`src/hdl/rsc_pkg.sv`:
```
`timescale 1ns / 1ps

package rsc_pkg;

  // Item kinds carried on s_tuser
  localparam logic [1:0] KIND_LOAD     = 2'd0;
  localparam logic [1:0] KIND_ENCIPHER = 2'd1;
  localparam logic [1:0] KIND_RESTART  = 2'd2;

  localparam int unsigned TABLE_DEPTH = 256;
  localparam int unsigned BYTE_W      = 8;

  // One item as it travels along the rotor chain
  typedef struct packed {
    logic              valid;
    logic [1:0]        kind;
    logic [1:0]        table_select;
    logic [BYTE_W-1:0] entry_index;
    logic [BYTE_W-1:0] data;   // plain byte, then running cipher value
    logic              carry;  // counter carry into this rotor
  } item_t;

endpackage

```
`src/hdl/rsc_rotor_cell.sv`:
```
`timescale 1ns / 1ps

module rsc_rotor_cell import rsc_pkg::*; #(
  parameter int unsigned INDEX = 0
) (
  input  logic  clk,
  input  logic  rst,
  input  logic  adv,       // whole chain moves on
  input  item_t in_item,
  output item_t out_item
);

  // Substitution table and this rotor's counter digit
  logic [BYTE_W-1:0] mem [TABLE_DEPTH];
  logic [BYTE_W-1:0] digit;
  logic [BYTE_W-1:0] rd_q;
  logic [BYTE_W-1:0] addr;
  item_t             q;
  item_t             q_next;
  logic              is_load;
  logic              is_enc;
  logic              sel_hit;

  assign is_load = in_item.valid && (in_item.kind == KIND_LOAD);
  assign is_enc  = in_item.valid && (in_item.kind == KIND_ENCIPHER);
  assign sel_hit = (32'(in_item.table_select) == INDEX);
  // Rotated lookup address
  assign addr    = in_item.data - digit;

  // Item handed on, with the carry into the next rotor
  always_comb begin
    q_next       = in_item;
    q_next.carry = in_item.carry && (digit == {BYTE_W{1'b1}});
  end

  // Table write and registered read
  always_ff @(posedge clk) begin
    if (adv) begin
      if (is_load && sel_hit) begin
        mem[in_item.entry_index] <= in_item.data;
      end
      rd_q <= mem[addr];
    end
  end

  // Digit step, restart clear and stage register
  always_ff @(posedge clk) begin
    if (rst) begin
      q.valid <= 1'b0;
      digit   <= '0;
    end else if (adv) begin
      q <= q_next;
      if (in_item.valid && in_item.kind == KIND_RESTART) begin
        digit <= '0;
      end else if (is_enc && in_item.carry) begin
        digit <= digit + 1'b1;
      end
    end
  end

  // Encipher items carry the looked-up byte onward
  always_comb begin
    out_item = q;
    if (q.kind == KIND_ENCIPHER) begin
      out_item.data = rd_q;
    end
  end

endmodule
```
`config.mk`:
```
export PLATFORM = sky130hd
export DESIGN_NAME = rsc_rotor_cell
export DESIGN_NICKNAME = d
export VERILOG_FILES = /design/src/hdl/rsc_pkg.sv /design/src/hdl/rsc_rotor_cell.sv
export SDC_FILE = /design/constraint.sdc
export NUM_CORES = 2
export LEC_CHECK = 0
export ABC_CLOCK_PERIOD_IN_PS = 6500
export BUFFER_PORTS_ARGS = -buffer_cell sky130_fd_sc_hd__buf_2
export CELL_PAD_IN_SITES_DETAIL_PLACEMENT = 0
export CELL_PAD_IN_SITES_GLOBAL_PLACEMENT = 1
export CORE_UTILIZATION = 50
export DETAILED_ROUTE_END_ITERATION = 10
export PLACE_DENSITY = 0.74
export SETUP_SLACK_MARGIN = 0.15
export SLEW_MARGIN = 25
export SYNTH_ARGS = -nofsm -noshare
export SYNTH_HDL_FRONTEND = slang
export SYNTH_SLANG_ARGS = --single-unit
```
`constraint.sdc`:
```
create_clock -name clk -period 6.5 [get_ports clk]
set_clock_uncertainty 0.2 [all_clocks]
set_input_delay 0.325 -clock clk [delete_from_list [all_inputs] [get_ports clk]]
set_output_delay 0.325 -clock clk [all_outputs]
set_load 0.005 [all_outputs]
```
==> metrics.txt <==
status=finished clean; number of placement rows=about 150; setup TNS=0 ns; Least-Margin Pin Slew=between 1 and 1.5 ns; register area=0.0626 mm²; final wirelength=slightly below 200,000 µm; Worst Hold Depth=2; PD cells=315 mW/mm²; number of placed I/O pins=47; RR Startpoint=digit[0]; # diodes=0; syn_nets=4,100; Final period util=74.0%; Setup CP Type=primary input to flip-flop; switching portion of total power=22.4%; vias=40,187; CP startpoint kind=primary input; min Tclk post-route=4.81 ns; Core Area=0.161 mm²; total grt overflow=0; Via-to-Cell Ratio=6.15; final hold violation count=0; global-route wire length before repair=about 280,000 µm; RSZ-0062 raised after global routing=false; area of the multi-input gates=0.0179 mm²; final-stage net count=4,235; sequential area share after synthesis=76.8%; Syn Std Cell Area=0.0814 mm²; DR pass1 iterations=6; Worst Hold Endpoint=out_item[19]; crit-path leading delay family=buffers and inverters; TritonCTS Buffers=a little over 200; crit path from=in_item[2]; highest clock rate=between 200 and 250 MHz; Filler cells=11,980; internal power=22,300 µW; critical path's largest stage delay=1.21 ns; reg2reg end=rd_q[6]; chip height=406 µm; Post-synth ARST share=0%; Routed Antenna Nets=0; slowest CP cell=fa_4; Worst Path Max Fanout=84; flop-to-flop setup slack=approximately 1.8 ns; Synth cell types=55; Hold WS=0.0827 ns; CP Data Required Time=6.87 ns; most used cell, CP=mux4_2; CTS-repair resized insts=0; Syn Inst Count=4,065; Tot Pwr=28,800 µW; R2R depth=9; CTS tree=yes; vias in the first global route=40,240; Worst Setup End Kind=flip-flop; Arr. time, crit path=5.19 ns; Finish-stage setup viols=0; ys flop type=edfxtp_1; commonest non-fill, non-tap cell in the layout=edfxtp_1; Layout area overhead=12.3%; CP Buf/Inv Count=4; Pins Over Slew Limit=0; IO buf count=between 40 and 50; mean post-synth cell area=20.0 µm²; hold path startpoint=in_item[19]; MaxCap Viol Count=0; DR iter-0 viols=~5,000; slew margin rel.=about a quarter; largest net degree at the start of global routing=145; FF+latch count, synth=roughly 2,100; Max VDD drop=between 0.0002 and 0.0003 V; layout cells sized above 1=22.7%; Flop pwr share=approximately 52%; Switch Pwr=6450 µW; Post-route DRC=0; Reg clk slew, reported paths=roughly 0.07 ns; clock network fraction of design power=40.7%; Die W=406 µm; total global-route track usage=24.2%; Post-synth EDFFs=2,077; insertion delay to the later sink of the worst-skew pair=0.82 ns; CTS Sinks=between 2,000 and 2,500; initial antenna violation count=8; number of synthesis warnings=0; commonest non-fill, non-tap cells in the layout=edfxtp_1, mux4_2, nand2_1, nor2_1, clkbuf_16; DPL Wire Length=116,000 µm; Hold Path Class=primary input to flip-flop; CTS Buffer Depth=3; Gate power share=about 7.7%; # H-tree levels=4; initial cell density of the core=about 50%; RD Place Congestion=approximately 0.83; die area=approximately 0.16 mm²; sequence of cells on the critical path=dlygate4sd3_1 -> buf_8 -> inv_1 -> fa_4 -> buf_4 -> mux4_2 -> mux4_2 -> mux2_2 -> nand2_1 -> o211ai_1 -> and4_1; clock tree root buffer cell=clkbuf_16; routed len/inst=around 30 µm; Pleak=approximately 0.028 µW; Worst path depth=11
==> sequential cells by signal, indices dropped and copies added, names as in the netlist <==
signal / cells
out_item: 14
digit: 8
mem: 2048
rd_q: 8
q: 8
==> final cells by class <==
| class | count | area share [%] |
|---|---|---|
| repair buffers | 170 | 1.79 |
| inverters | 9 | 0.0370 |
| flip-flops and latches | 2086 | 68.4 |
| multi-input cells | 1730 | 19.6 |
| clock buffers | 257 | 5.87 |
| clock inverters | 120 | 1.34 |
| well taps | 2160 | 2.96 |
==> through the flow <==
step | setup slack [ns] | instance area (µm²) | std cells | util [%]
finish | 1.69 | 91400 | 6532 | 56.7
global placement | 1.47 | 84500 | 6124 | 52.4
global route | 1.51 | 91400 | 6532 | 56.7
detailed placement | 1.43 | 84500 | 6125 | 52.4
CTS | 1.71 | 91400 | 6532 | 56.7
floorplan | 3.09 | 81400 | 4065 | -
==> power by group through the flow <==
stage          Combinational [µW]  Sequential [µW]  Clock [µW]
2_1_floorplan                1270            15100           0
3_3_place_gp                 2180            15100           0
3_5_place_dp                 2200            15100           0
4_1_cts                      2220            14800       11800
5_1_grt                      2330            14800       12300
6_report                     2200            14800       11700
==> synthesized netlist by cell type, types with 12 or more instances <==
master	n	area, µm²
a21oi_1	62	310
a32oi_1	15	131
buf_2	66	330
buf_4	20	150
clkbuf_1	140	526
edfxtp_1	2077	62400
mux2i_1	16	160
mux4_2	530	11900
nand2_1	442	1660
nand3_1	187	936
nand4_1	22	138
nor2_1	286	1070
o21a_1	17	128
o21ai_0	12	60.1
o31a_1	16	140
==> worst max path at each step <==
stage	endpoint	slack, ns
floorplan	rd_q[6]	3.09
CTS	rd_q[6]	1.71
global route	rd_q[6]	1.51
detailed placement	rd_q[6]	1.43
finish	rd_q[6]	1.69
global placement	rd_q[6]	1.47
==> layer usage <==
layer  vias to the layer above  GRT usage (%)  wire length, µm
li1                      16774              -                -
met4                         6           6.94             5200
met3                       309           4.37            15600
met1                     21436           35.1            81300
met2                      1662           37.9            93500
met5                         -              0               45
==> timing repair <==
action                    4_1_cts  5_1_grt
hold endpoints to repair      396        0
hold buffers                   30        0
setup buffers                   0        0
==> logic make-up after synthesis <==
group                    after synthesis  share of synthesized area (%)
XOR/XNOR                              16                          0.223
flip-flops                          2086                           76.8
AO/OA/AOI/OAI                        161                           1.34
buffers and inverters                249                           1.38
AND/OR/NAND/NOR                      987                           5.06
multiplexers                         556                           15.0
adder cells (fa/ha/maj)               10                          0.163
No activity file was read; power rests on OpenSTA's default activity.
